### config.mk
export PLATFORM = sky130hd
export DESIGN_NAME = multi_channel_compare_timer_flat
export DESIGN_NICKNAME = d
export VERILOG_FILES = /design/src/design/mcct_pkg.sv /design/src/design/mcct_if.sv /design/src/design/mcct_in_stage.sv /design/src/design/mcct_core.sv /design/src/design/multi_channel_compare_timer.sv /design/src/flat_wrapper.sv
export VERILOG_INCLUDE_DIRS = /design/src /design/src/design
export SDC_FILE = /design/constraint.sdc
export NUM_CORES = 1
export LEC_CHECK = 0
export BUFFER_PORTS_ARGS = -buffer_cell sky130_fd_sc_hd__buf_2
export CAP_MARGIN = 20
export CORE_MARGIN = 3
export CORE_UTILIZATION = 55
export CTS_CLUSTER_DIAMETER = 120
export DETAILED_ROUTE_END_ITERATION = 10
export PLACE_DENSITY = 0.76
export SLEW_MARGIN = 20
export SYNTH_ARGS = -nofsm -noshare
export SYNTH_HDL_FRONTEND = slang
export SYNTH_SLANG_ARGS = --single-unit
### constraint.sdc
create_clock -name clk_i -period 2.8 [get_ports clk_i]
set_input_delay 0 -clock clk_i [delete_from_list [all_inputs] [get_ports clk_i]]
set_output_delay 0 -clock clk_i [all_outputs]
set_load 0.005 [all_outputs]
### src/design/multi_channel_compare_timer_macros.svh
// Assertion macros used by the compare timer core (mcct_core).
`ifndef MULTI_CHANNEL_COMPARE_TIMER_MACROS_SVH
`define MULTI_CHANNEL_COMPARE_TIMER_MACROS_SVH

`ifndef SYNTH

`define MCCT_ASSERT(lbl, clk, rstn, prop) \
  lbl: assert property (@(posedge clk) disable iff (!rstn) (prop)) \
    else $error("mcct assertion failed");

`define MCCT_ASSERT_NEVER(lbl, clk, rstn, expr) \
  `MCCT_ASSERT(lbl, clk, rstn, !(expr))

`else

`define MCCT_ASSERT(lbl, clk, rstn, prop)

`define MCCT_ASSERT_NEVER(lbl, clk, rstn, expr)

`endif

`endif

### src/design/mcct_pkg.sv
// Types and constants of the multi-channel compare timer.
package mcct_pkg;

  localparam int Channels  = 3;
  localparam int CountBits = 24;
  localparam int ChIdxW    = (Channels > 1) ? $clog2(Channels) : 1;

  localparam int OpW     = 3;
  localparam int ChanW   = 2;
  localparam int AmountW = 24;
  localparam int UnitW   = 2;

  localparam longint unsigned CountMax = (64'd1 << CountBits) - 64'd1;

  // 32768 ticks per second, 1000 ms per second: 4096/125 ticks per ms
  localparam longint unsigned TicksPerSec = 32768;
  localparam longint unsigned MsPerSec    = 1000;
  localparam longint unsigned MsNum       = TicksPerSec / 8;
  localparam longint unsigned MsDen       = MsPerSec / 8;
  localparam int              MsNumShift  = $clog2(MsNum);
  localparam int              SecShift    = $clog2(TicksPerSec);

  // largest amounts that still convert without saturation
  localparam longint unsigned MsLimit  = (CountMax * MsDen) / MsNum;
  localparam longint unsigned SecLimit = CountMax >> SecShift;
  localparam int              MsAmtW   = $clog2(MsLimit + 64'd1);

  // ceil division by MsDen through a reciprocal multiply
  localparam int              MsNumW  = $clog2(CountMax * MsDen + MsDen);
  localparam int              MsKShift = MsNumW + $clog2(MsDen);
  localparam longint unsigned MsMul   = ((64'd1 << MsKShift) + MsDen - 64'd1) / MsDen;
  localparam int              MsMulW  = $clog2(MsMul + 64'd1);
  localparam int              MsProdW = MsNumW + MsMulW;

  typedef enum logic [OpW-1:0] {
    OpTick      = 3'd0,
    OpStart     = 3'd1,
    OpStop      = 3'd2,
    OpInit      = 3'd3,
    OpArmPeriod = 3'd4,
    OpArmOneShot = 3'd5,
    OpArmDelay  = 3'd6
  } op_e;

  typedef enum logic [UnitW-1:0] {
    UnitTicks = 2'd0,
    UnitMs    = 2'd1,
    UnitSec   = 2'd2
  } unit_e;

  typedef struct packed {
    op_e                  op;
    logic [ChanW-1:0]     channel;
    logic [CountBits-1:0] len;
  } item_t;

  typedef struct packed {
    logic [Channels-1:0]  fired_mask;
    logic                 delay_done;
    logic                 delay_waiting;
    logic [CountBits-1:0] count_value;
  } result_t;

endpackage

### src/design/mcct_if.sv
// Valid/ready channel interfaces for command transactions and results.
interface mcct_in_if;
  logic                         valid;
  logic                         ready;
  logic [mcct_pkg::OpW-1:0]     operation;
  logic [mcct_pkg::ChanW-1:0]   channel;
  logic [mcct_pkg::AmountW-1:0] amount;
  logic [mcct_pkg::UnitW-1:0]   unit;

  modport source (output valid, output operation, output channel, output amount,
                  output unit, input ready);
  modport sink (input valid, input operation, input channel, input amount,
                input unit, output ready);
endinterface

interface mcct_res_if;
  logic                           valid;
  logic                           ready;
  logic [mcct_pkg::Channels-1:0]  fired_mask;
  logic                           delay_done;
  logic                           delay_waiting;
  logic [mcct_pkg::CountBits-1:0] count_value;

  modport source (output valid, output fired_mask, output delay_done,
                  output delay_waiting, output count_value, input ready);
  modport sink (input valid, input fired_mask, input delay_done,
                input delay_waiting, input count_value, output ready);
endinterface

### src/design/mcct_in_stage.sv
// Input register with amount-to-ticks conversion and saturation.
module mcct_in_stage (
  input  logic                clk_i,
  input  logic                rst_ni,
  mcct_in_if.sink             in_i,
  output logic                item_valid_o,
  output mcct_pkg::item_t     item_o,
  input  logic                item_ready_i
);

  logic                                valid_q, valid_d;
  mcct_pkg::item_t                     item_q;
  logic                                accept;
  logic [mcct_pkg::CountBits-1:0]      len;
  logic [mcct_pkg::MsNumW-1:0]         ms_num;
  logic [mcct_pkg::MsProdW-1:0]        ms_prod;
  logic [mcct_pkg::CountBits-1:0]      ms_len;
  logic                                ms_sat;
  logic                                sec_sat;
  logic                                tick_sat;

  assign in_i.ready = !valid_q || item_ready_i;
  assign accept     = in_i.valid && in_i.ready;

  // ceil(a * 4096 / 125) = floor((a * 4096 + 124) / 125)
  assign ms_num  = (mcct_pkg::MsNumW'(in_i.amount[mcct_pkg::MsAmtW-1:0])
                    << mcct_pkg::MsNumShift)
                   + mcct_pkg::MsNumW'(mcct_pkg::MsDen - 64'd1);
  assign ms_prod = mcct_pkg::MsProdW'(ms_num)
                   * mcct_pkg::MsProdW'(mcct_pkg::MsMulW'(mcct_pkg::MsMul));
  assign ms_len  = ms_prod[mcct_pkg::MsKShift +: mcct_pkg::CountBits];

  assign ms_sat   = 64'(in_i.amount) > mcct_pkg::MsLimit;
  assign sec_sat  = 64'(in_i.amount) > mcct_pkg::SecLimit;
  assign tick_sat = 64'(in_i.amount) > mcct_pkg::CountMax;

  always_comb begin
    unique case (mcct_pkg::unit_e'(in_i.unit))
      mcct_pkg::UnitMs: begin
        len = ms_sat ? mcct_pkg::CountBits'(mcct_pkg::CountMax) : ms_len;
      end
      mcct_pkg::UnitSec: begin
        len = sec_sat ? mcct_pkg::CountBits'(mcct_pkg::CountMax)
                      : mcct_pkg::CountBits'(64'(in_i.amount) << mcct_pkg::SecShift);
      end
      default: begin
        len = tick_sat ? mcct_pkg::CountBits'(mcct_pkg::CountMax)
                       : mcct_pkg::CountBits'(in_i.amount);
      end
    endcase
  end

  always_comb begin
    valid_d = valid_q;
    if (accept) begin
      valid_d = 1'b1;
    end else if (item_ready_i) begin
      valid_d = 1'b0;
    end
  end

  always_ff @(posedge clk_i or negedge rst_ni) begin
    if (!rst_ni) begin
      valid_q <= 1'b0;
    end else begin
      valid_q <= valid_d;
    end
  end

  always_ff @(posedge clk_i) begin
    if (accept) begin
      item_q.op      <= mcct_pkg::op_e'(in_i.operation);
      item_q.channel <= in_i.channel;
      item_q.len     <= len;
    end
  end

  assign item_valid_o = valid_q;
  assign item_o       = item_q;

endmodule

### src/design/mcct_core.sv
// Counter, compare channels, delay channel and the result register.
`include "multi_channel_compare_timer_macros.svh"

module mcct_core (
  input  logic             clk_i,
  input  logic             rst_ni,
  input  logic             item_valid_i,
  input  mcct_pkg::item_t  item_i,
  output logic             item_ready_o,
  mcct_res_if.source       res_o
);

  logic [mcct_pkg::CountBits-1:0] cnt_q, cnt_d, cnt_inc;
  logic                           run_q, run_d;
  logic [mcct_pkg::CountBits-1:0] cmp_q [mcct_pkg::Channels];
  logic [mcct_pkg::CountBits-1:0] cmp_d [mcct_pkg::Channels];
  logic [mcct_pkg::CountBits-1:0] per_q [mcct_pkg::Channels];
  logic [mcct_pkg::CountBits-1:0] per_d [mcct_pkg::Channels];
  logic [mcct_pkg::Channels-1:0]  single_q, single_d;
  logic [mcct_pkg::Channels-1:0]  armed_q, armed_d;
  logic [mcct_pkg::CountBits-1:0] dcmp_q, dcmp_d;
  logic                           wait_q, wait_d;
  logic [mcct_pkg::Channels-1:0]  fired;
  logic                           done;
  logic                           adv;
  logic                           chan_ok;
  logic [mcct_pkg::ChIdxW-1:0]    idx;
  logic                           out_valid_q, out_valid_d;
  mcct_pkg::result_t              res_q;

  assign item_ready_o = !out_valid_q || res_o.ready;
  assign adv          = item_valid_i && item_ready_o;
  assign cnt_inc      = cnt_q + mcct_pkg::CountBits'(1);
  assign chan_ok      = 32'(item_i.channel) < mcct_pkg::Channels;
  assign idx          = mcct_pkg::ChIdxW'(item_i.channel);

  always_comb begin
    cnt_d    = cnt_q;
    run_d    = run_q;
    cmp_d    = cmp_q;
    per_d    = per_q;
    single_d = single_q;
    armed_d  = armed_q;
    dcmp_d   = dcmp_q;
    wait_d   = wait_q;
    fired    = '0;
    done     = 1'b0;
    if (adv) begin
      unique case (item_i.op)
        mcct_pkg::OpTick: begin
          if (run_q) begin
            cnt_d = cnt_inc;
            if (wait_q && dcmp_q == cnt_inc) begin
              wait_d = 1'b0;
              done   = 1'b1;
            end
            for (int c = 0; c < mcct_pkg::Channels; c++) begin
              if (armed_q[c] && cmp_q[c] == cnt_inc) begin
                fired[c] = 1'b1;
                if (single_q[c]) begin
                  armed_d[c] = 1'b0;
                end else begin
                  cmp_d[c] = cmp_q[c] + per_q[c];
                end
              end
            end
          end
        end
        mcct_pkg::OpStart: begin
          run_d = 1'b1;
        end
        mcct_pkg::OpStop: begin
          run_d = 1'b0;
        end
        mcct_pkg::OpInit: begin
          cnt_d  = '0;
          wait_d = 1'b0;
          run_d  = 1'b1;
        end
        mcct_pkg::OpArmPeriod, mcct_pkg::OpArmOneShot: begin
          if (chan_ok) begin
            per_d[idx]    = item_i.len;
            single_d[idx] = (item_i.op == mcct_pkg::OpArmOneShot);
            armed_d[idx]  = 1'b1;
            cmp_d[idx]    = cnt_q + item_i.len;
          end
        end
        mcct_pkg::OpArmDelay: begin
          dcmp_d = cnt_q + item_i.len;
          wait_d = 1'b1;
        end
        default: begin
        end
      endcase
    end
  end

  always_comb begin
    out_valid_d = out_valid_q;
    if (adv) begin
      out_valid_d = 1'b1;
    end else if (res_o.ready) begin
      out_valid_d = 1'b0;
    end
  end

  always_ff @(posedge clk_i or negedge rst_ni) begin
    if (!rst_ni) begin
      cnt_q       <= '0;
      run_q       <= 1'b0;
      cmp_q       <= '{default: '0};
      per_q       <= '{default: '0};
      single_q    <= '0;
      armed_q     <= '0;
      dcmp_q      <= '0;
      wait_q      <= 1'b0;
      out_valid_q <= 1'b0;
    end else begin
      cnt_q       <= cnt_d;
      run_q       <= run_d;
      cmp_q       <= cmp_d;
      per_q       <= per_d;
      single_q    <= single_d;
      armed_q     <= armed_d;
      dcmp_q      <= dcmp_d;
      wait_q      <= wait_d;
      out_valid_q <= out_valid_d;
    end
  end

  always_ff @(posedge clk_i) begin
    if (adv) begin
      res_q.fired_mask    <= fired;
      res_q.delay_done    <= done;
      res_q.delay_waiting <= wait_d;
      res_q.count_value   <= cnt_d;
    end
  end

  assign res_o.valid         = out_valid_q;
  assign res_o.fired_mask    = res_q.fired_mask;
  assign res_o.delay_done    = res_q.delay_done;
  assign res_o.delay_waiting = res_q.delay_waiting;
  assign res_o.count_value   = res_q.count_value;

  `MCCT_ASSERT(a_fire_needs_arm, clk_i, rst_ni, adv |=> ((res_q.fired_mask & ~$past(armed_q)) == '0))
  `MCCT_ASSERT(a_oneshot_disarms, clk_i, rst_ni, adv |=> ((res_q.fired_mask & single_q & armed_q) == '0))
  `MCCT_ASSERT(a_cnt_holds_idle, clk_i, rst_ni, !adv |=> $stable(cnt_q))
  `MCCT_ASSERT(a_fire_on_tick, clk_i, rst_ni, (adv && item_i.op != mcct_pkg::OpTick) |=> (res_q.fired_mask == '0 && !res_q.delay_done))
  `MCCT_ASSERT_NEVER(a_done_and_wait, clk_i, rst_ni, out_valid_q && res_q.delay_done && res_q.delay_waiting)

endmodule

### src/design/multi_channel_compare_timer.sv
// Top level of the multi-channel compare timer.
// Usage:
//   in_i carries command transactions (operation, channel, amount, unit):
//   tick, start, stop, init, arm periodic, arm one-shot, arm delay.
//   res_o returns exactly one result transaction per command: fired_mask,
//   delay_done, delay_waiting and count_value after that command.
// Path: an accepted command passes the input register, then the result
//   register, before its result is offered on res_o.
// Throughput: one command per cycle unless stalled; the counter, the
//   per-channel compare and advance adders and the delay compare all work
//   in one pass between the input register and the result register, and
//   the ms conversion (one reciprocal multiply) precedes the input register.
// Reset: rst_ni clears the counter, stops counting, disarms every channel
//   and clears the delay flag; no result is pending.
// Stall: when res_o.ready is low the result register holds; the input
//   register still takes one more command if empty, after which in_i.ready
//   drops until the result is taken. Nothing is lost or repeated.
module multi_channel_compare_timer (
  input  logic        clk_i,
  input  logic        rst_ni,
  mcct_in_if.sink     in_i,
  mcct_res_if.source  res_o
);

  logic            item_valid;
  logic            item_ready;
  mcct_pkg::item_t item;

  mcct_in_stage u_in_stage (
    .clk_i        (clk_i),
    .rst_ni       (rst_ni),
    .in_i         (in_i),
    .item_valid_o (item_valid),
    .item_o       (item),
    .item_ready_i (item_ready)
  );

  mcct_core u_core (
    .clk_i        (clk_i),
    .rst_ni       (rst_ni),
    .item_valid_i (item_valid),
    .item_i       (item),
    .item_ready_o (item_ready),
    .res_o        (res_o)
  );

endmodule

### src/flat_wrapper.sv
// flat-port wrapper written by rule: the top's interface ports become plain ports
module multi_channel_compare_timer_flat 
  (clk_i, rst_ni, in_i_valid, in_i_operation, in_i_channel, in_i_amount, in_i_unit, in_i_ready, res_o_valid, res_o_fired_mask, res_o_delay_done, res_o_delay_waiting, res_o_count_value, res_o_ready);
  mcct_in_if in_i_i ();
  mcct_res_if res_o_i ();
  input  logic clk_i;
  input  logic rst_ni;
  input wire logic [$bits(in_i_i.valid)-1:0] in_i_valid;
  input wire logic [$bits(in_i_i.operation)-1:0] in_i_operation;
  input wire logic [$bits(in_i_i.channel)-1:0] in_i_channel;
  input wire logic [$bits(in_i_i.amount)-1:0] in_i_amount;
  input wire logic [$bits(in_i_i.unit)-1:0] in_i_unit;
  output wire logic [$bits(in_i_i.ready)-1:0] in_i_ready;
  output wire logic [$bits(res_o_i.valid)-1:0] res_o_valid;
  output wire logic [$bits(res_o_i.fired_mask)-1:0] res_o_fired_mask;
  output wire logic [$bits(res_o_i.delay_done)-1:0] res_o_delay_done;
  output wire logic [$bits(res_o_i.delay_waiting)-1:0] res_o_delay_waiting;
  output wire logic [$bits(res_o_i.count_value)-1:0] res_o_count_value;
  input wire logic [$bits(res_o_i.ready)-1:0] res_o_ready;
  assign in_i_i.valid = in_i_valid;
  assign in_i_i.operation = in_i_operation;
  assign in_i_i.channel = in_i_channel;
  assign in_i_i.amount = in_i_amount;
  assign in_i_i.unit = in_i_unit;
  assign in_i_ready = in_i_i.ready;
  assign res_o_valid = res_o_i.valid;
  assign res_o_fired_mask = res_o_i.fired_mask;
  assign res_o_delay_done = res_o_i.delay_done;
  assign res_o_delay_waiting = res_o_i.delay_waiting;
  assign res_o_count_value = res_o_i.count_value;
  assign res_o_i.ready = res_o_ready;
  multi_channel_compare_timer u_core (.clk_i(clk_i), .rst_ni(rst_ni), .in_i(in_i_i), .res_o(res_o_i));
endmodule
==> results by group <==
Min path
  • Hold Crit Class: in2async

Die
  • I/O Pins: 66
  • Die Y: 226 microns
  • Starting density of the core: 55.8%
  • Die ar.: roughly 51000 sq um
  • Number of core rows: 80
  • Core footprint: 47800 sq um
  • Chip width: 226 microns

Cells and area
  • Fin cells: 4078
  • Layout area overhead: 37.1%
  • Layout fillers: 2987
  • Antenna cells: 0
  • Layout cells sized above 1: 36.1%
  • Commonest non-fill, non-tap cell in the layout: buf_4
  • Design area: 36600 sq um
  • Most frequent cells in the layout: 553 x buf_4, 343 x ha_1, 320 x inv_1
  • Final Net Count: 4033

Critical path
  • Worst path arrival time: 6470 ps
  • Worst r2r dst: u_core.u_core.cmp_q[8]
  • Slowest CP cell: fa_1
  • Crit path capture type: flop
  • R2r startpoint: u_core.u_core.cnt_q[0]
  • Crit path top cell by count: fa_1
  • CP Max Fanout: 5
  • Worst setup SP type: input pin
  • Kind of critical path: in2reg
  • Register-to-Register Setup Slack: -940 ps
  • R2R cell count: 20
  • Max incr delay on CP: 550 ps
  • Worst Path Required: roughly 3100 ps

Route
  • Routed len/inst: roughly 24 microns
  • Routed Antenna Nets: 0
  • Post-Route WL: 96.8 mm
  • Vias per cell: 6.17
  • Initial DRC count: 2249
  • First-pass DRT Iterations: 6
  • Via count: 25.2k
  • # DRC: 0

Status
  • Violated checks: negative setup slack
  • Status: finished with violations

GRT
  • GR met2 Demand/Resource: 63.8%
  • Pin count of the biggest net entering global routing: 73
  • Met3 usage: 5.44%
  • GRT Overall Usage: between 30% and 40%
  • Number of global-route vias before repair: 26.5k
  • Most Used Layer, Global Route: met2
  • Remaining Overflow, GRT: 0
  • Initial antenna violation count: 0
  • First-pass GRT wire length: 144 mm
  • Routing usage on met1: 41.5%

Clocking
  • Num CTS Buffers: 27
  • Root buffer cell: clkbuf_16
  • Clock insertion delay at the later pin of the skew report: about 580 ps
  • Total clock sinks: 260
  • CTS Buffer Depth: 3
  • Clk slew on worst S/H paths: around 70 ps
  • H-tree lvl count: 1
  • TritonCTS clock tree: built

Logic synthesis
  • Top FF cell, synth: dfrtp_1
  • Library cells used by synthesis: 89
  • Area leader, netlist: dfrtp_1
  • Gate Count Post-Synth: 2774
  • Top cell type's share of synthesized area: between 10% and 20%
  • Synth top area cells: dfrtp_1 19%, ha_1 18%, fa_1 13%
  • Synth Warn #: 0
  • Synthesized net count: 3364
  • Synthesized area per cell: between 9 and 10 sq um
  • Synth Register Bits: 260
  • FFs w/ async S/R, synth: between 70% and 80%
  • Number of synthesized flops with an enable pin: 58
  • Register area share after synthesis: 25.5%
  • Mapped Area: 26700 sq um

STA
  • Setup violators final: 120
  • Setup WS post-layout: -3370 ps
  • Slew Limit Fails: 0
  • Tightest Pin Transition: 896 ps
  • Layout Skew: 12.4 ps
  • Rel. slew slack: 39.6%
  • Final worst path period share: 220%
  • Min Hold Slack: 19.2 ps
  • F_max: 162 MHz
  • Final Hold Fails: 0
  • Minimum clock period: 6170 ps
  • RSZ-0062 raised after global routing: true

Place
  • Dpl cells: 3931
  • PortBufs: 65
  • GP Congestion: 1.00
  • DP HPWL: 70.9 mm
  • Placed inst area: between 30000 and 40000 sq um

Flow run
  • Maxcap violations: 0
[cell type report]
type | instances | area (sq um) | share of cell area (%)
timing repair buffer | 728 | 6050 | 16.5
clock inverter | 12 | 211 | 0.578
tap | 615 | 769 | 2.10
inverter | 336 | 1270 | 3.47
sequential | 260 | 6800 | 18.6
clock buffer | 37 | 807 | 2.20
multi-input combinational | 2090 | 20700 | 56.5
[kinds of logic (layout without fill, tap and decap cells)]
kind of cell	after synthesis	after routing	synth area share [%]
AO/OA/AOI/OAI	632	632	15.3
XOR/XNOR	190	190	6.29
buffers and inverters	424	1113	6.41
flip-flops	260	260	25.5
adder cells (fa/ha/maj)	555	555	31.0
AND/OR/NAND/NOR	609	609	11.2
multiplexers	104	104	4.36
[cells in the mapped netlist (9+ instances only)]
| library cell | n |
|---|---|
| a22oi_1 | 52 |
| a31oi_1 | 18 |
| o21ai_0 | 161 |
| nand3_1 | 44 |
| xnor2_1 | 111 |
| buf_2 | 16 |
| a21o_1 | 54 |
| fa_1 | 177 |
| nand4_1 | 29 |
| a221oi_1 | 18 |
| o21a_1 | 18 |
| nor2b_1 | 25 |
| buf_6 | 10 |
| nor3_1 | 33 |
| nor4_1 | 16 |
| mux2i_1 | 9 |
| inv_1 | 335 |
| xor2_1 | 77 |
| a21oi_1 | 132 |
| o21bai_1 | 19 |
| dfrtp_1 | 202 |
| a211oi_1 | 19 |
| or3_1 | 10 |
| nand2b_1 | 20 |
| and4_1 | 9 |
| clkbuf_1 | 53 |
| nor2_1 | 144 |
| and2_1 | 12 |
| o211ai_1 | 14 |
| edfxtp_1 | 58 |
| nand2_1 | 207 |
| o31ai_1 | 24 |
| o21ai_1 | 19 |
| ha_1 | 378 |
| mux2_2 | 94 |
| and3_1 | 18 |
[state kept, by name, indices dropped and copies added, names as in the netlist]
signal,count
u_core.u_in_stage.item_valid_o,1
u_core.u_core.run_q,1
u_core.u_core.res_o.count_value,24
u_core.u_core.wait_q,1
u_core.u_core.per_q,72
u_core.u_core.cmp_q,72
u_core.u_core.res_o.delay_done,1
u_core.u_in_stage.item_o,29
u_core.u_core.cnt_q,24
u_core.u_core.res_o.fired_mask,3
u_core.u_core.single_q,3
u_core.u_core.res_o.valid,1
u_core.u_core.armed_q,3
u_core.u_core.res_o.delay_waiting,1
u_core.u_core.dcmp_q,24
[through the flow]
step                setup WS (ps)  TNS, ps  utilization, %
floorplan                   -3230   -82990               -
global placement            -3950  -164040            67.5
detailed placement          -4190  -171460            67.5
CTS                         -3260  -117060            74.1
global route                -3520  -161190            76.5
finish                      -3370  -141990            76.5
[routing by layer]
| metal | vias up | part of all wire (%) |
|---|---|---|
| met5 | - | 0 |
| met4 | 0 | 8.2 |
| met3 | 495 | 7.8 |
| met2 | 1412 | 48 |
| met1 | 12183 | 36 |
| li1 | 11067 | - |
[worst max-delay path by stage]
stage / startpoint / end / slack (ps)
after global placement: in_i_amount[8] / u_core.u_in_stage.item_o[20] / -3950
after global routing: in_i_amount[4] / u_core.u_in_stage.item_o[22] / -3520
after CTS: in_i_amount[11] / u_core.u_in_stage.item_o[20] / -3260
final: in_i_amount[11] / u_core.u_in_stage.item_o[18] / -3370
after detailed placement: in_i_amount[8] / u_core.u_in_stage.item_o[18] / -4190
after floorplan: in_i_amount[10] / u_core.u_in_stage.item_o[18] / -3230
[what timing repair did]
| item | CTS | global route |
|---|---|---|
| buffers inserted | 52 | 54 |
| hold buffers | 14 | 0 |
| gates cloned | 11 | 0 |
| endpoints found under the hold margin | 184 | 0 |
| gates resized for setup | 308 | 235 |
| pin swaps | 137 | 163 |
| setup endpoints to repair | 119 | 122 |
[critical path, delay by kind of cell]
kind,cells,cell delay [ps]
AOI/OAI and AO/OA,8,1500
xor gates and xnor gates,1,170
adders and majority gates,9,3860
buffers and inverters,8,730
and+or+nand+nor,2,200
Power is left out: the tool's default activity adds up to more than one toggle a clock period on the data nets, which glitch-free logic cannot reach.
